[src/hdl/pngcd_pkg.sv]
package pngcd_pkg;

	localparam logic [2:0] PH_SIG  = 3'd0;
	localparam logic [2:0] PH_LEN  = 3'd1;
	localparam logic [2:0] PH_TYPE = 3'd2;
	localparam logic [2:0] PH_DATA = 3'd3;
	localparam logic [2:0] PH_CRC  = 3'd4;
	localparam logic [2:0] PH_END  = 3'd5;
	localparam logic [2:0] PH_ERR  = 3'd6;

	localparam logic [63:0] PNG_SIGNATURE = 64'h8950_4E47_0D0A_1A0A;
	localparam logic [2:0]  SIG_LAST      = 3'd7;
	localparam logic [2:0]  FIELD_LAST    = 3'd3;
	localparam logic [31:0] TYPE_IEND     = 32'h4945_4E44;

	typedef logic [7:0]  byte_t;
	typedef logic [31:0] word_t;

	// Expected signature byte at a position, first byte in the top bits.
	function automatic byte_t sig_byte(input logic [2:0] idx);
		byte_t b;
		unique case (idx)
			3'd0: b = PNG_SIGNATURE[63:56];
			3'd1: b = PNG_SIGNATURE[55:48];
			3'd2: b = PNG_SIGNATURE[47:40];
			3'd3: b = PNG_SIGNATURE[39:32];
			3'd4: b = PNG_SIGNATURE[31:24];
			3'd5: b = PNG_SIGNATURE[23:16];
			3'd6: b = PNG_SIGNATURE[15:8];
			default: b = PNG_SIGNATURE[7:0];
		endcase
		return b;
	endfunction

endpackage

[src/hdl/png_chunk_deframer.sv]
// Each byte's result is registered and shown in the cycle after the byte is accepted.
// Throughput: one byte per cycle; the single output register is refilled in the
// same cycle it is drained, so in_ready falls only while a result waits unread.
// Reset (arst_n low, asynchronous): parser returns to the signature phase with
// counters and captured length, type and CRC cleared; no result is pending.
module png_chunk_deframer import pngcd_pkg::*; (
	input  logic        clk,
	input  logic        arst_n,
	input  logic        in_valid,
	output logic        in_ready,
	input  logic [7:0]  in_byte,
	input  logic        restart,
	output logic        out_valid,
	input  logic        out_ready,
	output logic [2:0]  phase,
	output logic [7:0]  out_byte,
	output logic        is_payload,
	output logic [31:0] chunk_length,
	output logic [31:0] chunk_type,
	output logic [31:0] chunk_crc,
	output logic        header_done,
	output logic        chunk_done,
	output logic        end_seen,
	output logic        sig_error
);

	// Parser state
	logic [2:0] parse_phase_q;
	logic [2:0] field_count_q;
	logic       sig_mismatch_q;
	word_t      length_q;
	word_t      type_q;
	word_t      crc_q;
	word_t      payload_left_q;

	// Result register
	logic       out_valid_q;
	logic [2:0] phase_q;
	byte_t      out_byte_q;
	logic       is_payload_q;
	word_t      chunk_length_q;
	word_t      chunk_type_q;
	word_t      chunk_crc_q;
	logic       header_done_q;
	logic       chunk_done_q;
	logic       end_seen_q;
	logic       sig_error_q;

	logic       in_accept;

	// State as seen by this beat (restart clears it first)
	logic [2:0] cur_phase;
	logic [2:0] cur_count;
	logic       cur_mis;
	word_t      cur_len;
	word_t      cur_type;
	word_t      cur_crc;
	word_t      cur_left;

	logic [2:0] nxt_phase;
	logic [2:0] nxt_count;
	logic       nxt_mis;
	word_t      nxt_len;
	word_t      nxt_type;
	word_t      nxt_crc;
	word_t      nxt_left;
	logic       hdr;
	logic       done;
	logic       pay;

	assign in_ready  = !out_valid_q || out_ready;
	assign in_accept = in_valid && in_ready;

	always_comb begin
		if (restart) begin
			cur_phase = PH_SIG;
			cur_count = '0;
			cur_mis   = 1'b0;
			cur_len   = '0;
			cur_type  = '0;
			cur_crc   = '0;
			cur_left  = '0;
		end else begin
			cur_phase = parse_phase_q;
			cur_count = field_count_q;
			cur_mis   = sig_mismatch_q;
			cur_len   = length_q;
			cur_type  = type_q;
			cur_crc   = crc_q;
			cur_left  = payload_left_q;
		end

		nxt_phase = cur_phase;
		nxt_count = cur_count;
		nxt_mis   = cur_mis;
		nxt_len   = cur_len;
		nxt_type  = cur_type;
		nxt_crc   = cur_crc;
		nxt_left  = cur_left;
		hdr       = 1'b0;
		done      = 1'b0;
		pay       = 1'b0;

		unique case (cur_phase)
			PH_SIG: begin
				if (in_byte != sig_byte(cur_count))
					nxt_mis = 1'b1;
				if (cur_count == SIG_LAST) begin
					nxt_count = '0;
					nxt_phase = nxt_mis ? PH_ERR : PH_LEN;
				end else begin
					nxt_count = cur_count + 3'd1;
				end
			end
			PH_LEN: begin
				// The first length byte opens a new chunk and drops the old captures.
				if (cur_count == '0) begin
					nxt_len  = {24'd0, in_byte};
					nxt_type = '0;
					nxt_crc  = '0;
				end else begin
					nxt_len = {cur_len[23:0], in_byte};
				end
				if (cur_count >= FIELD_LAST) begin
					nxt_count = '0;
					nxt_phase = PH_TYPE;
				end else begin
					nxt_count = cur_count + 3'd1;
				end
			end
			PH_TYPE: begin
				nxt_type = {cur_type[23:0], in_byte};
				if (cur_count >= FIELD_LAST) begin
					nxt_count = '0;
					hdr       = 1'b1;
					if (nxt_type == TYPE_IEND) begin
						nxt_phase = PH_END;
					end else if (cur_len == '0) begin
						nxt_phase = PH_CRC;
					end else begin
						nxt_left  = cur_len;
						nxt_phase = PH_DATA;
					end
				end else begin
					nxt_count = cur_count + 3'd1;
				end
			end
			PH_DATA: begin
				pay      = 1'b1;
				nxt_left = cur_left - 32'd1;
				if (nxt_left == '0)
					nxt_phase = PH_CRC;
			end
			PH_CRC: begin
				nxt_crc = {cur_crc[23:0], in_byte};
				if (cur_count >= FIELD_LAST) begin
					nxt_count = '0;
					done      = 1'b1;
					nxt_phase = PH_LEN;
				end else begin
					nxt_count = cur_count + 3'd1;
				end
			end
			default: begin
				// After IEND or a bad signature nothing changes until restart.
			end
		endcase
	end

	always_ff @(posedge clk or negedge arst_n) begin
		if (!arst_n) begin
			parse_phase_q  <= PH_SIG;
			field_count_q  <= '0;
			sig_mismatch_q <= 1'b0;
			length_q       <= '0;
			type_q         <= '0;
			crc_q          <= '0;
			payload_left_q <= '0;
			out_valid_q    <= 1'b0;
		end else begin
			if (in_accept) begin
				parse_phase_q  <= nxt_phase;
				field_count_q  <= nxt_count;
				sig_mismatch_q <= nxt_mis;
				length_q       <= nxt_len;
				type_q         <= nxt_type;
				crc_q          <= nxt_crc;
				payload_left_q <= nxt_left;
				out_valid_q    <= 1'b1;
			end else if (out_ready) begin
				out_valid_q <= 1'b0;
			end
		end
	end

	always_ff @(posedge clk) begin
		if (in_accept) begin
			phase_q        <= cur_phase;
			out_byte_q     <= in_byte;
			is_payload_q   <= pay;
			chunk_length_q <= nxt_len;
			chunk_type_q   <= nxt_type;
			chunk_crc_q    <= nxt_crc;
			header_done_q  <= hdr;
			chunk_done_q   <= done;
			end_seen_q     <= (nxt_phase == PH_END);
			sig_error_q    <= nxt_mis;
		end
	end

	assign out_valid    = out_valid_q;
	assign phase        = phase_q;
	assign out_byte     = out_byte_q;
	assign is_payload   = is_payload_q;
	assign chunk_length = chunk_length_q;
	assign chunk_type   = chunk_type_q;
	assign chunk_crc    = chunk_crc_q;
	assign header_done  = header_done_q;
	assign chunk_done   = chunk_done_q;
	assign end_seen     = end_seen_q;
	assign sig_error    = sig_error_q;

	a_pulses_exclusive: assert property (@(posedge clk) disable iff (!arst_n)
		out_valid_q |-> !(header_done_q && chunk_done_q))
		else $error("header and chunk done flagged on the same beat");

	a_payload_phase: assert property (@(posedge clk) disable iff (!arst_n)
		(out_valid_q && is_payload_q) |-> (phase_q == PH_DATA))
		else $error("payload mark outside the payload phase");

	a_error_sticky: assert property (@(posedge clk) disable iff (!arst_n)
		(out_valid_q && phase_q == PH_ERR) |-> sig_error_q)
		else $error("error phase without signature mismatch");

	a_done_in_crc: assert property (@(posedge clk) disable iff (!arst_n)
		(out_valid_q && chunk_done_q) |-> (phase_q == PH_CRC && field_count_q == '0))
		else $error("chunk done outside the last CRC byte");

endmodule

[config.mk]
export PLATFORM = sky130hd
export DESIGN_NAME = png_chunk_deframer
export DESIGN_NICKNAME = d
export VERILOG_FILES = /design/src/hdl/pngcd_pkg.sv /design/src/hdl/png_chunk_deframer.sv
export SDC_FILE = /design/constraint.sdc
export NUM_CORES = 1
export LEC_CHECK = 0
export BUFFER_PORTS_ARGS = -buffer_cell sky130_fd_sc_hd__buf_2
export CAP_MARGIN = 20
export CORE_MARGIN = 5
export CORE_UTILIZATION = 35
export CTS_CLUSTER_SIZE = 8
export DETAILED_ROUTE_END_ITERATION = 16
export SLEW_MARGIN = 20
export SYNTH_ARGS = -nofsm -noshare
export SYNTH_HDL_FRONTEND = slang
export SYNTH_SLANG_ARGS = --single-unit
[constraint.sdc]
create_clock -name clk -period 9.7 [get_ports clk]
set_clock_uncertainty 0.2 [all_clocks]
set_input_delay 1.94 -clock clk [delete_from_list [all_inputs] [get_ports clk]]
set_output_delay 1.94 -clock clk [all_outputs]
set_load 0.02 [all_outputs]
### After elaboration in Yosys (flattened, before gate mapping)

Cells that the tools add are included.

* register bits after elaboration: 248

* $add $sub $neg: 2
* magnitude comparators: 1
* eq/ne operators: 13
* mux-type cells: 38
* reductions and logical operators: 9

Operator list (count)
* 32-bit two-way mux: 11
* 32-bit one-hot mux with 2 select lines: 3
* 32-bit zero test: 2
* 8-bit one-hot mux with 6 select lines: 1
* 3-bit two-way mux: 12
* 32-bit by 31-bit equality test with 1-bit output (second input constant): 1
* 32-bit by 1-bit subtractor with 32-bit output (second input constant): 1
* 3-bit equality test (second input constant): 5
* 3-bit one-hot mux with 5 select lines: 1
* 3-bit by 2-bit equality test with 1-bit output (second input constant): 4
* 1-bit two-way mux: 8
* 8-bit two-way mux: 1
* 8-bit inequality test: 1
* 3-bit by 1-bit equality test with 1-bit output (second input constant): 2
* 3-bit zero test: 2
* 3-bit one-hot mux with 2 select lines: 1
* 3-bit by 1-bit adder with 3-bit output (second input constant): 1
* 3-bit by 2-bit >= comparator with 1-bit output (second input constant): 1
* 3-bit OR reduction: 1
* 2-bit nonzero test: 1
* 1-bit logical AND: 1
* 1-bit zero test: 1
* 1-bit logical OR: 1

### Longest topological paths before layout

* word-level depth: 11
* depth in mapped cells: 17

### Worst setup path after synthesis

No wires, ideal clock.

* path type: input-to-reg
* from: in out_ready
* to: reg chunk_crc_q[0], in the netlist chunk_crc[0] (enable)
* library setup time: 520 ps
* arrival time: 6065 ps
* required time: 8980 ps
* slack: 2915 ps
* stages: 6
* cells stage by stage: nand2b_1 nand2_1 inv_1 buf_2 clkbuf_1 clkbuf_1

* word-level cells in the longest chain between the ends: 2

RTL lines
* from (decl): RTL line png_chunk_deframer.sv:14 `input logic out_ready,`
* 1-bit logical OR: RTL line png_chunk_deframer.sv:71 `assign in_ready = !out_valid_q || out_ready;`
* 1-bit logical AND: RTL line png_chunk_deframer.sv:72 `assign in_accept = in_valid && in_ready;`
* via in_accept: RTL line png_chunk_deframer.sv:49 `logic in_accept;`
* to (signal assigned): RTL line png_chunk_deframer.sv:203 `chunk_crc_q <= nxt_crc;`
* to (decl): RTL line png_chunk_deframer.sv:43 `word_t chunk_crc_q;`

The timed path passes the listed nets, and every way through them passes these cells.
A chain may end at the register's enable or synchronous reset.

### Worst setup path in the final report

* from: in restart
* to: reg parse_phase_q[1]

* word-level cells in the longest chain between the ends: 10
* elaborated cells on any way between the ends: 37

RTL lines
* from (decl): RTL line png_chunk_deframer.sv:12 `input logic restart,`
* parallel branches: the longest is 9 deep, another holds 32-bit by 1-bit subtractor with 32-bit output
* 3-bit one-hot mux with 5 select lines (*): RTL line png_chunk_deframer.sv:104 `unique case (cur_phase)`
* to (signal assigned): RTL line png_chunk_deframer.sv:182 `parse_phase_q <= nxt_phase;`
* to (decl): RTL line png_chunk_deframer.sv:28 `logic [2:0] parse_phase_q;`

Every way passes the cells marked *. The select of a mux whose other input is x is not followed.

==> results by group <==
Status
  • Status: finished, final reports clean

Clocking
  • Clk buf depth: 3
  • Num CTS Buffers: 37
  • Root Buffer Master: clkbuf_16
  • CTS H-Tree Depth: 2
  • Clk pin slew, worst setup/hold paths: 50 ps
  • Latest clock arrival within the worst-skew pair: 520 ps
  • CTS Sinks: 248
  • CTS tree: built
  • CTS Hold Bufs: 0
  • # Post-CTS Setup Buffers: 0
  • PostCTS Resize Cnt: 0

Final layout
  • Most frequent cells in the layout: nand2_1 (304), dfrtp_1 (136), buf_2 (125)
  • Multi-input logic area: 5039 um2
  • Final core utilization: 0.4142
  • Share of layout cells above drive strength 1: 0.1726
  • Commonest non-fill, non-tap cell in the layout: nand2_1
  • Antenna diodes: 0
  • FILL cells: 3,391
  • Register Area: 6766 um2
  • Area growth syn-to-layout: 17.07%
  • Nets: 1,316

Worst setup path
  • Startpoint types: input pin
  • Critical-path cell list: buf_2, inv_1, buf_4, nand2_1, ha_1, and2_1, a211oi_1, a211oi_1, or3b_1, nor4_1, nand4_1, nor4_1, o221ai_1
  • Worst path bufs/invs: 3
  • Crit Path Category: in -> reg
  • Worst EP required: 9860 ps
  • CP max FO: 19
  • Critical path's top delay family: simple AND/OR/NAND/NOR gates
  • Crit path arrival time: 5340 ps
  • CP max stage cell: or3b_1
  • CP endpoint kind: flop
  • Largest stage delay on the critical path: 440 ps

Drt
  • Drt pass-1 iters: 5
  • Iteration-0 DRC Markers: 683
  • Routed vias: 9,816
  • DRC Markers: 0
  • Routed length per instance: 20.06 um
  • Drt total wl: 35,630 um
  • DR vias/cell: 5.527
  • Post-route ant nets: 0

Pwr
  • Flop pwr share: 0.415
  • Clk pwr share: 0.406
  • Pwr dens: 208.4 nW/um2
  • Design Power: 2.982 mW
  • Leakage: 6.270 nW
  • Int Power: 2.076 mW
  • Switching power: 0.9056 mW
  • Worst VDD drop: 0.0001112 V
  • Sw Ratio: 0.3037
  • Combinational group share of total power: 0.179

GRT
  • Initial antenna violation count: 0
  • First-pass GRT wire length: 56,060 um
  • Vias in the first global route: 9,476
  • Gr ovfl total: 0
  • Total GRT Usage: 0.1784
  • Largest net degree at the start of global routing: 122

STA
  • Setup TNS Final: 0 ps
  • Max-slew headroom: 0.4027
  • Endpoints failing setup: 0
  • WHS: 281.3 ps
  • Final Hold Viols: 0
  • Max-slew violations: 0
  • RSZ-0062 raised after global routing: no
  • Worst Slack Setup Final: 4527 ps
  • Minimum clock period: 5173 ps
  • Peak Freq: 193.3 MHz
  • Tcrit/Tclk final: 0.5333
  • Least-Margin Pin Slew: 895.9 ps

Placement
  • Port bufs: 126
  • DP Worst Slack: 4027 ps
  • Routability congestion estimate: 0.8953
  • Detail Placement HPWL: 22,800 um

Floorplanning
  • I/O pin cnt: 127
  • Die width: 196.9 um
  • Die area: 38,760 um2
  • Die Ht: 196.9 um
  • Row cnt: 68
  • Core Region: 34,540 um2
  • Initial core utilization: 0.3538

Synthesis
  • Post-synth ARST share: 0.5484
  • Ys flop type: dfrtp_1
  • Post-synth EDFFs: 112
  • Synthesized net count: 1,228
  • Syn. warnings: 0
  • Avg Synthesized Cell Area: 10.13 um2
  • Post-synthesis sequential area ratio: 0.5536
  • Post-Syn Instances: 1,206
  • Synthesized area: 12,220 um2
  • Yosys reg bits: 248
  • Post-synth cell types: 81

Hold path
  • Min-delay worst type: reg -> reg

Job
  • Max Cap Viol: 0
==> kinds of logic after synthesis <==
family                     after synthesis  share of synthesized area
DFF                                    248                     0.5536
adders and majority gates               10                    0.01003
buffers and inverters                  109                    0.03696
and+or+nand+nor                        519                     0.1981
muxes                                   43                    0.03696
xor gates and xnor gates                15                    0.01075
AOI/OAI and AO/OA                      262                     0.1536
==> area by class of cell <==
type / count / area share
Clock buffer: 62 / 0.07197
Inverter: 16 / 0.004722
Tap cell: 455 / 0.03979
Multi-Input combinational cell: 849 / 0.3522
Sequential cell: 248 / 0.4729
Clock inverter: 4 / 0.004985
Timing Repair Buffer: 142 / 0.05343
==> metrics by stage <==
stage                     std cells  area, um2
after detailed placement       1709      13190
after global placement         1709      13190
after floorplan                1206      12220
after global routing           1776      14310
final                          1776      14310
after CTS                      1775      14290
==> state kept, by name (all words and copies together), names as in the netlist <==
register        flops
chunk_type         32
type_q             32
is_payload          1
length_q           32
phase               3
payload_left_q     32
out_valid           1
header_done         1
sig_error           1
chunk_done          1
out_byte            8
sig_mismatch_q      1
chunk_length       32
crc_q              32
parse_phase_q       3
end_seen            1
field_count_q       3
chunk_crc          32
==> layer usage <==
metal / track usage / share of wire
met1: 0.2647 / 0.46
met2: 0.2708 / 0.46
met3: 0.02803 / 0.056
met4: 0.05265 / 0.026
met5: 0 / 0
==> synth_stat cells (8+ instances only) <==
cell type	instances	area, um2
a21oi_1	30	150.1
a22o_1	82	718.2
a22oi_1	26	195.2
buf_1	8	30.03
buf_2	9	45.04
clkbuf_1	69	259.0
dfrtp_1	136	3403
edfxtp_1	112	3363
ha_1	9	112.6
inv_1	16	60.06
mux2_2	17	191.4
mux2i_1	26	260.3
nand2_1	305	1145
nand2b_1	12	75.07
nand3_1	11	55.05
nand4_1	10	62.56
nor2_1	68	255.2
nor3_1	23	115.1
nor4_1	23	143.9
o21ai_0	54	270.3
o22ai_1	16	100.1
or3_1	9	56.30
or4_1	9	67.56
xnor2_1	8	70.07
==> power by group through the flow <==
| stage | logic, mW | clock network, mW | registers (mW) |
|---|---|---|---|
| global route | 0.583 | 1.29 | 1.25 |
| floorplan | 0.358 | 0 | 1.26 |
| global placement | 0.532 | 0 | 1.25 |
| CTS | 0.533 | 1.24 | 1.24 |
| finish | 0.534 | 1.21 | 1.24 |
| detailed placement | 0.530 | 0 | 1.25 |
==> worst paths after layout <==
check / from / endpoint / slack, ps / depth (start not counted)
max in group asynchronous: arst_n / type_q[11] / 6640 / 2
worst min-delay path: crc_q[26] / crc_q[26] / 280 / 2
min in group asynchronous: arst_n / length_q[27] / 1250 / 1
worst max-delay path: restart / parse_phase_q[1] / 4530 / 13
worst min register to register: crc_q[26] / crc_q[26] / 280 / 2
worst max register to register: payload_left_q[22] / parse_phase_q[1] / 6270 / 8
==> worst register-to-register path, stage by stage (launching register included) <==
cell	delay [ps]
dfrtp_1	510
or4_1	580
or4_1	510
nor3_1	150
o21ai_0	130
xor2_1	470
nand4_1	150
nor4_1	410
o221ai_1	170
No activity file was read; power rests on OpenSTA's default activity.
